<file path="src/hw/rtl/fas_pkg.sv">
`timescale 1ns / 1ps
// shared constants, op codes and types of the frame animation sequencer
package fas_pkg;

	// table size and time width
	localparam int MAX_FRAMES = 64;
	localparam int TIME_W     = 32;

	// field widths of the request and result channels
	localparam int OP_W    = 3;
	localparam int FRAME_W = 6;

	// derived widths
	localparam int IDX_W     = $clog2(MAX_FRAMES);
	localparam int COUNT_W   = $clog2(MAX_FRAMES + 1);
	localparam int ACC_W     = TIME_W + IDX_W;
	localparam int SUM_W     = ACC_W + 1;
	localparam int BIT_CNT_W = $clog2(SUM_W);
	localparam int SEL_W     = (COUNT_W > FRAME_W) ? COUNT_W : FRAME_W;

	// request op codes
	localparam logic [OP_W-1:0] OP_TICK       = 3'd0;
	localparam logic [OP_W-1:0] OP_ADD_FRAME  = 3'd1;
	localparam logic [OP_W-1:0] OP_SET_FRAME  = 3'd2;
	localparam logic [OP_W-1:0] OP_SET_PAUSED = 3'd3;
	localparam logic [OP_W-1:0] OP_SET_DONE   = 3'd4;

	// result of the shared subtract and compare unit
	typedef struct packed {
		logic [SUM_W-1:0] diff;
		logic             borrow;
	} sub_res_t;

endpackage

</file>
<file path="src/hw/rtl/fas_if.sv">
`timescale 1ns / 1ps
// request, result and configuration channel interfaces
interface fas_item_if;
	logic                       valid;
	logic                       ready;
	logic [fas_pkg::OP_W-1:0]    op;
	logic [fas_pkg::TIME_W-1:0]  time_step;
	logic [fas_pkg::TIME_W-1:0]  frame_time;
	logic [fas_pkg::FRAME_W-1:0] frame_select;
	logic                       restart;
	logic                       flag_value;

	modport source (
		output valid, op, time_step, frame_time, frame_select, restart, flag_value,
		input  ready
	);
	modport sink (
		input  valid, op, time_step, frame_time, frame_select, restart, flag_value,
		output ready
	);
endinterface

interface fas_result_if;
	logic                       valid;
	logic                       ready;
	logic [fas_pkg::FRAME_W-1:0] frame_index;
	logic                       finished;
	logic                       halted;
	logic                       table_full;

	modport source (
		output valid, frame_index, finished, halted, table_full,
		input  ready
	);
	modport sink (
		input  valid, frame_index, finished, halted, table_full,
		output ready
	);
endinterface

interface fas_cfg_if;
	logic valid;
	logic ready;
	logic loop_enable;

	modport source (
		output valid, loop_enable,
		input  ready
	);
	modport sink (
		input  valid, loop_enable,
		output ready
	);
endinterface

</file>
<file path="src/hw/rtl/fas_ram.sv">
`timescale 1ns / 1ps
// generic single write port ram with registered read
module fas_ram #(
	parameter int WIDTH = 32,
	parameter int DEPTH = 64
) (
	input  logic                     clk,
	input  logic                     we,
	input  logic [$clog2(DEPTH)-1:0] waddr,
	input  logic [WIDTH-1:0]         wdata,
	input  logic                     re,
	input  logic [$clog2(DEPTH)-1:0] raddr,
	output logic [WIDTH-1:0]         rdata
);

	logic [WIDTH-1:0] mem [DEPTH];

	// write port and registered read port
	always_ff @(posedge clk) begin
		if (we) begin
			mem[waddr] <= wdata;
		end
		if (re) begin
			rdata <= mem[raddr];
		end
	end

endmodule

</file>
<file path="src/hw/rtl/fas_subcmp.sv">
`timescale 1ns / 1ps
// shared subtract and compare unit used by the modulo and frame stepping loops
module fas_subcmp (
	input  logic [fas_pkg::SUM_W-1:0] a,
	input  logic [fas_pkg::SUM_W-1:0] b,
	output fas_pkg::sub_res_t         res
);

	logic [fas_pkg::SUM_W:0] full_diff;

	// one wide subtract, borrow flags a below b
	always_comb begin
		full_diff  = {1'b0, a} - {1'b0, b};
		res.diff   = full_diff[fas_pkg::SUM_W-1:0];
		res.borrow = full_diff[fas_pkg::SUM_W];
	end

endmodule

</file>
<file path="src/hw/rtl/frame_animation_sequencer.sv">
`timescale 1ns / 1ps
// top level: frame animation sequencer with its control sequencer
// Add, set and flag requests go from acceptance straight to S_FINISH, which loads the result.
// A tick with frames loaded and neither paused nor done runs SUM_W (39) remainder steps on the
// shared subtractor, then c table reads and compares (1 to MAX_FRAMES); other ticks go
// straight to S_FINISH. One request at a time: ready drops on acceptance and returns with the result.
// Reset (arst_n low) clears frame count, total, elapsed time, frame index, flags, result
// valid and loop_enable at once; the duration table holds no reset value.
module frame_animation_sequencer (
	input  logic               clk,
	input  logic               arst_n,
	fas_item_if.sink           item,
	fas_result_if.source       result,
	fas_cfg_if.sink            cfg
);

	localparam logic [2:0] S_IDLE   = 3'd0;
	localparam logic [2:0] S_MOD    = 3'd1;
	localparam logic [2:0] S_FETCH  = 3'd2;
	localparam logic [2:0] S_STEP   = 3'd3;
	localparam logic [2:0] S_FINISH = 3'd4;

	logic [2:0]                       state_q;
	logic                             loop_q;
	logic [fas_pkg::COUNT_W-1:0]      loaded_q;
	logic [fas_pkg::ACC_W-1:0]        total_q;
	logic [fas_pkg::ACC_W-1:0]        elapsed_q;
	logic [fas_pkg::IDX_W-1:0]        cur_q;
	logic                             paused_q;
	logic                             done_q;
	logic                             full_q;
	logic [fas_pkg::SUM_W-1:0]        sum_q;
	logic [fas_pkg::BIT_CNT_W-1:0]    bit_cnt_q;
	logic [fas_pkg::COUNT_W-1:0]      guard_q;
	logic                             res_valid_q;
	logic [fas_pkg::FRAME_W-1:0]      res_frame_q;
	logic                             res_finished_q;
	logic                             res_halted_q;
	logic                             res_full_q;

	logic                             accept;
	logic [fas_pkg::COUNT_W-1:0]      last_frame;
	logic                             table_is_full;
	logic                             ram_we;
	logic [fas_pkg::TIME_W-1:0]       ram_rdata;
	logic [fas_pkg::SUM_W-1:0]        unit_a;
	logic [fas_pkg::SUM_W-1:0]        unit_b;
	fas_pkg::sub_res_t                unit_res;
	logic [fas_pkg::ACC_W-1:0]        rem_next;
	logic                             at_last;
	logic                             guard_end;

	// handshake and derived control
	assign item.ready    = (state_q == S_IDLE);
	assign cfg.ready     = 1'b1;
	assign accept        = item.valid && item.ready;
	assign last_frame    = (loaded_q == '0) ? '0 : loaded_q - fas_pkg::COUNT_W'(1);
	assign table_is_full = (loaded_q >= fas_pkg::COUNT_W'(fas_pkg::MAX_FRAMES));
	assign ram_we        = accept && (item.op == fas_pkg::OP_ADD_FRAME) && !table_is_full
		&& (item.frame_time != '0);
	assign at_last       = (fas_pkg::COUNT_W'(cur_q) == last_frame);
	assign guard_end     = ((guard_q + fas_pkg::COUNT_W'(1)) == loaded_q);

	// duration table
	fas_ram #(
		.WIDTH(fas_pkg::TIME_W),
		.DEPTH(fas_pkg::MAX_FRAMES)
	) u_table (
		.clk   (clk),
		.we    (ram_we),
		.waddr (loaded_q[fas_pkg::IDX_W-1:0]),
		.wdata (item.frame_time),
		.re    (state_q == S_FETCH),
		.raddr (cur_q),
		.rdata (ram_rdata)
	);

	// operand select for the shared unit
	always_comb begin
		if (state_q == S_MOD) begin
			unit_a = {elapsed_q, sum_q[fas_pkg::SUM_W-1]};
			unit_b = {1'b0, total_q};
		end else begin
			unit_a = {1'b0, elapsed_q};
			unit_b = {{(fas_pkg::SUM_W-fas_pkg::TIME_W){1'b0}}, ram_rdata};
		end
	end

	fas_subcmp u_subcmp (
		.a   (unit_a),
		.b   (unit_b),
		.res (unit_res)
	);

	// restoring remainder step
	assign rem_next = unit_res.borrow ? unit_a[fas_pkg::ACC_W-1:0]
		: unit_res.diff[fas_pkg::ACC_W-1:0];

	// loop enable register
	always_ff @(posedge clk or negedge arst_n) begin
		if (!arst_n) begin
			loop_q <= 1'b0;
		end else if (cfg.valid && cfg.ready) begin
			loop_q <= cfg.loop_enable;
		end
	end

	// sequencer and animation state
	always_ff @(posedge clk or negedge arst_n) begin
		if (!arst_n) begin
			state_q   <= S_IDLE;
			loaded_q  <= '0;
			total_q   <= '0;
			elapsed_q <= '0;
			cur_q     <= '0;
			paused_q  <= 1'b0;
			done_q    <= 1'b0;
			full_q    <= 1'b0;
			bit_cnt_q <= '0;
			guard_q   <= '0;
		end else begin
			unique case (state_q)
				S_IDLE: begin
					if (accept) begin
						full_q  <= 1'b0;
						state_q <= S_FINISH;
						unique case (item.op)
							fas_pkg::OP_TICK: begin
								if (!paused_q && !done_q && (loaded_q != '0)) begin
									elapsed_q <= '0;
									bit_cnt_q <= fas_pkg::BIT_CNT_W'(fas_pkg::SUM_W - 1);
									state_q   <= S_MOD;
								end
							end
							fas_pkg::OP_ADD_FRAME: begin
								if (table_is_full) begin
									full_q <= 1'b1;
								end else if (item.frame_time != '0) begin
									loaded_q <= loaded_q + fas_pkg::COUNT_W'(1);
									total_q  <= total_q + fas_pkg::ACC_W'(item.frame_time);
								end
							end
							fas_pkg::OP_SET_FRAME: begin
								if (fas_pkg::SEL_W'(item.frame_select) < fas_pkg::SEL_W'(last_frame)) begin
									cur_q <= fas_pkg::IDX_W'(item.frame_select);
								end else begin
									cur_q <= fas_pkg::IDX_W'(last_frame);
								end
								if (item.restart) begin
									paused_q  <= 1'b0;
									done_q    <= 1'b0;
									elapsed_q <= '0;
								end
							end
							fas_pkg::OP_SET_PAUSED: begin
								paused_q <= item.flag_value;
							end
							fas_pkg::OP_SET_DONE: begin
								cur_q  <= fas_pkg::IDX_W'(last_frame);
								done_q <= item.flag_value;
							end
							default: begin
							end
						endcase
					end
				end
				S_MOD: begin
					// elapsed_q holds the running remainder here
					elapsed_q <= rem_next;
					if (bit_cnt_q == '0) begin
						guard_q <= '0;
						state_q <= S_FETCH;
					end else begin
						bit_cnt_q <= bit_cnt_q - fas_pkg::BIT_CNT_W'(1);
					end
				end
				S_FETCH: begin
					state_q <= S_STEP;
				end
				S_STEP: begin
					if (unit_res.borrow) begin
						state_q <= S_FINISH;
					end else begin
						elapsed_q <= unit_res.diff[fas_pkg::ACC_W-1:0];
						guard_q   <= guard_q + fas_pkg::COUNT_W'(1);
						if (at_last && !loop_q) begin
							done_q  <= 1'b1;
							state_q <= S_FINISH;
						end else begin
							cur_q   <= at_last ? '0 : cur_q + fas_pkg::IDX_W'(1);
							state_q <= guard_end ? S_FINISH : S_FETCH;
						end
					end
				end
				S_FINISH: begin
					if (!res_valid_q || result.ready) begin
						state_q <= S_IDLE;
					end
				end
				default: begin
					state_q <= S_IDLE;
				end
			endcase
		end
	end

	// dividend shift register for the remainder loop
	always_ff @(posedge clk) begin
		if (accept) begin
			sum_q <= fas_pkg::SUM_W'(elapsed_q) + fas_pkg::SUM_W'(item.time_step);
		end else if (state_q == S_MOD) begin
			sum_q <= sum_q << 1;
		end
	end

	// result register
	always_ff @(posedge clk or negedge arst_n) begin
		if (!arst_n) begin
			res_valid_q <= 1'b0;
		end else if ((state_q == S_FINISH) && (!res_valid_q || result.ready)) begin
			res_valid_q <= 1'b1;
		end else if (result.ready) begin
			res_valid_q <= 1'b0;
		end
	end

	always_ff @(posedge clk) begin
		if ((state_q == S_FINISH) && (!res_valid_q || result.ready)) begin
			res_frame_q    <= fas_pkg::FRAME_W'(cur_q);
			res_finished_q <= done_q;
			res_halted_q   <= paused_q;
			res_full_q     <= full_q;
		end
	end

	assign result.valid       = res_valid_q;
	assign result.frame_index = res_frame_q;
	assign result.finished    = res_finished_q;
	assign result.halted      = res_halted_q;
	assign result.table_full  = res_full_q;

`ifndef SYNTHESIS
	// elapsed time stays below the loaded total between requests
	a_elapsed_below_total: assert property (@(posedge clk) disable iff (!arst_n)
		(state_q == S_IDLE && loaded_q != '0) |-> (elapsed_q < total_q))
		else $error("elapsed time not below total");

	// frame index stays inside the loaded frames
	a_cur_in_range: assert property (@(posedge clk) disable iff (!arst_n)
		(loaded_q != '0) |-> (fas_pkg::COUNT_W'(cur_q) < loaded_q))
		else $error("frame index beyond loaded frames");

	// frame count never exceeds the table
	a_loaded_bound: assert property (@(posedge clk) disable iff (!arst_n)
		loaded_q <= fas_pkg::COUNT_W'(fas_pkg::MAX_FRAMES))
		else $error("frame count beyond table size");

	// remainder loop hands over to frame stepping after its last bit
	a_mod_exit: assert property (@(posedge clk) disable iff (!arst_n)
		(state_q == S_MOD && bit_cnt_q == '0) |=> (state_q == S_FETCH))
		else $error("remainder loop did not hand over");

	// a table read is always followed by its compare step
	a_fetch_step: assert property (@(posedge clk) disable iff (!arst_n)
		(state_q == S_FETCH) |=> (state_q == S_STEP))
		else $error("table read not followed by step");
`endif

endmodule

</file>
<file path="src/flat_wrapper.sv">
// flat-port wrapper written by rule: the top's interface ports become plain ports
module frame_animation_sequencer_flat 
  (clk, arst_n, item_valid, item_op, item_time_step, item_frame_time, item_frame_select, item_restart, item_flag_value, item_ready, result_valid, result_frame_index, result_finished, result_halted, result_table_full, result_ready, cfg_valid, cfg_loop_enable, cfg_ready);
  fas_item_if item_i ();
  fas_result_if result_i ();
  fas_cfg_if cfg_i ();
  input  logic clk;
  input  logic arst_n;
  input wire logic [$bits(item_i.valid)-1:0] item_valid;
  input wire logic [$bits(item_i.op)-1:0] item_op;
  input wire logic [$bits(item_i.time_step)-1:0] item_time_step;
  input wire logic [$bits(item_i.frame_time)-1:0] item_frame_time;
  input wire logic [$bits(item_i.frame_select)-1:0] item_frame_select;
  input wire logic [$bits(item_i.restart)-1:0] item_restart;
  input wire logic [$bits(item_i.flag_value)-1:0] item_flag_value;
  output wire logic [$bits(item_i.ready)-1:0] item_ready;
  output wire logic [$bits(result_i.valid)-1:0] result_valid;
  output wire logic [$bits(result_i.frame_index)-1:0] result_frame_index;
  output wire logic [$bits(result_i.finished)-1:0] result_finished;
  output wire logic [$bits(result_i.halted)-1:0] result_halted;
  output wire logic [$bits(result_i.table_full)-1:0] result_table_full;
  input wire logic [$bits(result_i.ready)-1:0] result_ready;
  input wire logic [$bits(cfg_i.valid)-1:0] cfg_valid;
  input wire logic [$bits(cfg_i.loop_enable)-1:0] cfg_loop_enable;
  output wire logic [$bits(cfg_i.ready)-1:0] cfg_ready;
  assign item_i.valid = item_valid;
  assign item_i.op = item_op;
  assign item_i.time_step = item_time_step;
  assign item_i.frame_time = item_frame_time;
  assign item_i.frame_select = item_frame_select;
  assign item_i.restart = item_restart;
  assign item_i.flag_value = item_flag_value;
  assign item_ready = item_i.ready;
  assign result_valid = result_i.valid;
  assign result_frame_index = result_i.frame_index;
  assign result_finished = result_i.finished;
  assign result_halted = result_i.halted;
  assign result_table_full = result_i.table_full;
  assign result_i.ready = result_ready;
  assign cfg_i.valid = cfg_valid;
  assign cfg_i.loop_enable = cfg_loop_enable;
  assign cfg_ready = cfg_i.ready;
  frame_animation_sequencer u_core (.clk(clk), .arst_n(arst_n), .item(item_i), .result(result_i), .cfg(cfg_i));
endmodule
</file>
<file path="config.mk">
export PLATFORM = sky130hd
export DESIGN_NAME = frame_animation_sequencer_flat
export DESIGN_NICKNAME = d
export VERILOG_FILES = /design/src/hw/rtl/fas_pkg.sv /design/src/hw/rtl/fas_if.sv /design/src/hw/rtl/fas_ram.sv /design/src/hw/rtl/fas_subcmp.sv /design/src/hw/rtl/frame_animation_sequencer.sv /design/src/flat_wrapper.sv
export SDC_FILE = /design/constraint.sdc
export NUM_CORES = 2
export LEC_CHECK = 0
export BUFFER_PORTS_ARGS = -buffer_cell sky130_fd_sc_hd__buf_4
export CAP_MARGIN = 20
export CORE_MARGIN = 2
export CORE_UTILIZATION = 45
export CTS_BUF_LIST = sky130_fd_sc_hd__clkbuf_8 sky130_fd_sc_hd__clkbuf_16
export DETAILED_ROUTE_END_ITERATION = 7
export PLACE_DENSITY = 0.6
export REMOVE_ABC_BUFFERS = 1
export SYNTH_ARGS = -nofsm -noshare
export SYNTH_HDL_FRONTEND = slang
export SYNTH_SLANG_ARGS = --single-unit
</file>
<file path="constraint.sdc">
create_clock -name clk -period 7.19 [get_ports clk]
set_input_delay 1.0785 -clock clk [delete_from_list [all_inputs] [get_ports clk]]
set_output_delay 1.0785 -clock clk [all_outputs]
set_load 0.01 [all_outputs]
</file>
==> impl_results.rst <==
.. list-table::
   :header-rows: 1

   * - Metric
     - Value
   * - Unique masters post-synth
     - 83
   * - Fraction of layout instances using a drive strength above 1
     - a little over a quarter
   * - Launching element type of the critical path
     - register
   * - Top cells by area in the synthesized netlist
     - sky130_fd_sc_hd__edfxtp_1 69%, sky130_fd_sc_hd__mux4_2 16%, sky130_fd_sc_hd__dfrtp_1 3.0%, sky130_fd_sc_hd__ha_1 1.5%, sky130_fd_sc_hd__nand2_1 1.1%
   * - Class of the most critical hold timing path
     - input port to async pin
   * - Input/output buffers
     - 91
   * - Fin. max-slew vios
     - 0
   * - Capture instance of the worst register-to-register path
     - u_core.elapsed_q[19]
   * - Clock Path Buffers
     - 3
   * - Fin util
     - 51.41%
   * - Via count of the routed design
     - about 47000
   * - Minimum setup slack in the final design
     - ~1700 ps
   * - Setup repair after global routing missed its margin
     - no
   * - TritonCTS Sinks
     - about 2200
   * - Final count of negative-setup-slack endpoints
     - 0
   * - DRC errors left
     - 0
   * - Dominant cell type by count on the critical path
     - sky130_fd_sc_hd__a21o_1
   * - R2r worst-path depth
     - 16
   * - Arrival time of the worst setup path
     - roughly 6200 ps
   * - Post-cts sizing count
     - 0
   * - Data required time of the critical path
     - about 7900 ps
   * - Combined global-route utilization of all metal layers
     - 22.86%
   * - Inserted Clock Buffers
     - roughly 230
   * - Flip-flop cell with the highest count after synthesis
     - sky130_fd_sc_hd__edfxtp_1
   * - Synthesized area per cell
     - 19.69 µm²
   * - Cell types with the highest counts after synthesis
     - 2128 x sky130_fd_sc_hd__edfxtp_1, 658 x sky130_fd_sc_hd__mux4_2, 282 x sky130_fd_sc_hd__nand2_1, 194 x sky130_fd_sc_hd__clkbuf_1, 170 x sky130_fd_sc_hd__nor2_1
   * - Max-slew headroom at the worst pin
     - 22.20%
   * - Via density per instance
     - 6.046
   * - Clock tree from TritonCTS
     - built
   * - Final cycle utilization of the critical path
     - 76.35%
   * - Floorplan core area
     - 204400 µm²
   * - Total Die Area
     - 209100 µm²
   * - Pin count of the biggest net entering global routing
     - 133
   * - Number of synthesized register bits
     - 2238
   * - Post-Layout Cell Count
     - 7800
   * - Basic-gate share of the synthesized area counting and, or, nand and nor cells
     - under 10%
   * - Initial Util
     - between 40 and 50%
   * - Vias in the first global route
     - approximately 47000
   * - Initial antenna violation count
     - 14
   * - Insertion delay to the later sink of the worst-skew pair
     - roughly 890 ps
   * - CTS hold repair buffers
     - 0
   * - Worst slack at placement
     - 1719 ps
   * - Library cell with the largest summed area after synthesis
     - sky130_fd_sc_hd__edfxtp_1
   * - Compound-gate portion of the synthesized area
     - about 3.7%
   * - Pwr dens
     - approximately 370 nW/µm²
   * - Synthesis Warnings
     - 0
   * - Total number of placement rows
     - roughly 170
   * - Chip width
     - 457.3 µm
   * - Post-layout minimum cycle time
     - 5490 ps
   * - Static power due to leakage
     - 34.92 nW
   * - I/O pin cnt
     - 93
   * - Clock transition at the registers of the reported paths
     - 60 ps
   * - Residual antenna-violating net count after detailed routing
     - 0
   * - Highest cell delay on the worst timing path
     - about 740 ps
   * - Critical Path Fanout Max
     - 51
   * - R2R setup slack
     - 1700 ps
   * - Router iterations before antenna repair
     - 6
   * - Adder-Cell Fraction of Synth Area
     - 1.594%
   * - Root cell of the clock tree
     - sky130_fd_sc_hd__clkbuf_16
   * - Netlist Area Pre-Place
     - 92450 µm²
   * - Area grow syn2layout
     - 13.66%
   * - Placed Instances
     - 7375
   * - Weighted congestion at the end of routability-driven global placement
     - 0.8295
   * - Final wirelength
     - roughly 240 mm
   * - Outcome
     - completed
   * - Number of max-cap violations
     - 0
   * - Count of flip-flops with a built-in enable after synthesis
     - between 2000 and 2500
   * - Buffer and inverter count on the worst path
     - 2
   * - Standard cell with the maximum stage delay on the critical path
     - sky130_fd_sc_hd__or3b_4
   * - Number of cells produced by synthesis
     - around 4700
   * - Worst Skew
     - 79.50 ps
   * - Die Span Y
     - 457.3 µm
   * - Actual transition at the worst max-transition pin
     - ~1200 ps
   * - Cell class contributing the biggest share of worst-path delay
     - compound AO/OA/AOI/OAI gates
   * - Element type at the critical path end
     - register
   * - Cell with the most instances after synthesis
     - sky130_fd_sc_hd__edfxtp_1
   * - Peak clock frequency supported by timing
     - between 150 and 200 MHz
   * - Xor and xnor fraction of the mapped netlist area
     - between 1 and 1.5%
   * - Series of cell instances along the critical path
     - or3b_4, buf_4, nand2_1, nand2_1, ha_1, a21o_1, a21o_1, a21oi_1, a21oi_1, a211o_1, a21o_1, a21oi_2, o21ba_1, nor2_2, a222oi_1, inv_1
   * - H-Tree Level Count
     - 4
   * - Async S/R FF share, synth
     - between 4 and 5%
   * - Number of hold-slack violations in the final timing report
     - 0
   * - Maximum vdd ir drop
     - 0.0002838 V
   * - Setup repair bufs after CTS
     - 0
   * - Post-DP HPWL
     - 140.7 mm
   * - Type of the setup path with the least slack
     - register to register
   * - Routed length per placed instance
     - 30.59 µm
   * - Drt initial violations
     - 5660
   * - Wire length of the first global-routing pass
     - 344.1 mm
   * - Proportion of synthesized area in mux cells
     - between 10% and 20%
   * - Reg2reg start
     - u_core.state_q[1]
   * - Number of nets in the layout
     - 5112
   * - Main combinational cell family by area after synthesis
     - multiplexers
   * - Proportion of synthesized chip area in sequential cells
     - 72.10%
   * - Remaining global-route overflow
     - 0
   * - Area share of the largest cell type after synthesis
     - 69.12%
## metrics by stage
step	total power (W)	hold WS [ps]	cell area [µm²]	setup TNS, ps
final	0.03884	307.0	105100	0
after floorplan	0.02432	424.8	91490	-592290
after CTS	0.03915	273.8	105100	0
after global placement	0.02714	435.7	97320	0
after global routing	0.04045	336.5	105100	0
after detailed placement	0.02714	434.4	97360	0
## routing by layer
metal | GRT usage [%] | share of wire (%) | wire length [µm]
met4 | 5.181 | 2.0 | 4876
met3 | 3.798 | 7.3 | 17480
met2 | 36.88 | 48 | 115500
met1 | 32.85 | 42 | 100800
met5 | 0.09185 | 0.0054 | 13
## flip-flops by register name, indices dropped and copies added, names as in the netlist
name                       cells
u_core.u_table.mem          2048
u_core.result.frame_index      6
u_core.result.halted           1
u_core.result.finished         1
u_core.sum_q                  39
u_core.guard_q                 7
u_core.paused_q                1
u_core.total_q                38
u_core.cur_q                   6
u_core.u_table.rdata          32
u_core.full_q                  1
u_core.elapsed_q              38
u_core.done_q                  1
u_core.result.valid            1
u_core.loop_q                  1
u_core.state_q                 3
u_core.bit_cnt_q               6
u_core.loaded_q                7
u_core.result.table_full       1
## power by group
part	switching [W]	internal, W
registers	0.000618	0.0148
clock network	0.00511	0.00693
logic	0.00613	0.00524
## cell families (layout without fill, tap and decap cells)
family | Yosys count | in the layout
other | 1 | 2
AND/OR/NAND/NOR | 658 | 658
buffers and inverters | 303 | 720
flip-flops | 2238 | 2238
XOR/XNOR | 137 | 137
adder cells (fa/ha/maj) | 116 | 116
AO/OA/AOI/OAI | 511 | 511
multiplexers | 730 | 730
## cells in the final DEF (no fill, tap or decap), types with 90 or more instances in the layout
master / Yosys / layout
sky130_fd_sc_hd__ha_1: 113 / 113
sky130_fd_sc_hd__nand2_1: 282 / 282
sky130_fd_sc_hd__inv_1: 58 / 90
sky130_fd_sc_hd__clkbuf_16: 0 / 226
sky130_fd_sc_hd__a21oi_1: 110 / 110
sky130_fd_sc_hd__nor2_1: 170 / 104
sky130_fd_sc_hd__buf_4: 1 / 224
sky130_fd_sc_hd__dfrtp_1: 110 / 104
sky130_fd_sc_hd__o21ai_0: 150 / 149
sky130_fd_sc_hd__edfxtp_1: 2128 / 2128
sky130_fd_sc_hd__mux4_2: 658 / 658
## final cells by class
cell class	instances	area [µm²]
diodes	1	2.502
clock buffers	226	5655
clock inverters	197	2037
fillers	16164	99300
inverters	58	217.7
multi-input cells	2153	25140
flip-flops and latches	2238	66670
well taps	2688	3363
repair buffers	239	1982
## worst max path at each step
stage	from	end	slack [ps]	cells after the start
floorplan	u_core.cur_q[0]	u_core.result.frame_index[0]	-14660	0
global placement	item_frame_time[16]	u_core.u_table.mem[45][1]	1210	8
detailed placement	u_core.state_q[1]	u_core.elapsed_q[18]	1720	16
CTS	u_core.state_q[1]	u_core.elapsed_q[18]	1670	16
global route	u_core.state_q[1]	u_core.elapsed_q[25]	1360	16
finish	u_core.state_q[1]	u_core.elapsed_q[19]	1700	16
(Power assumes the default switching activity.)
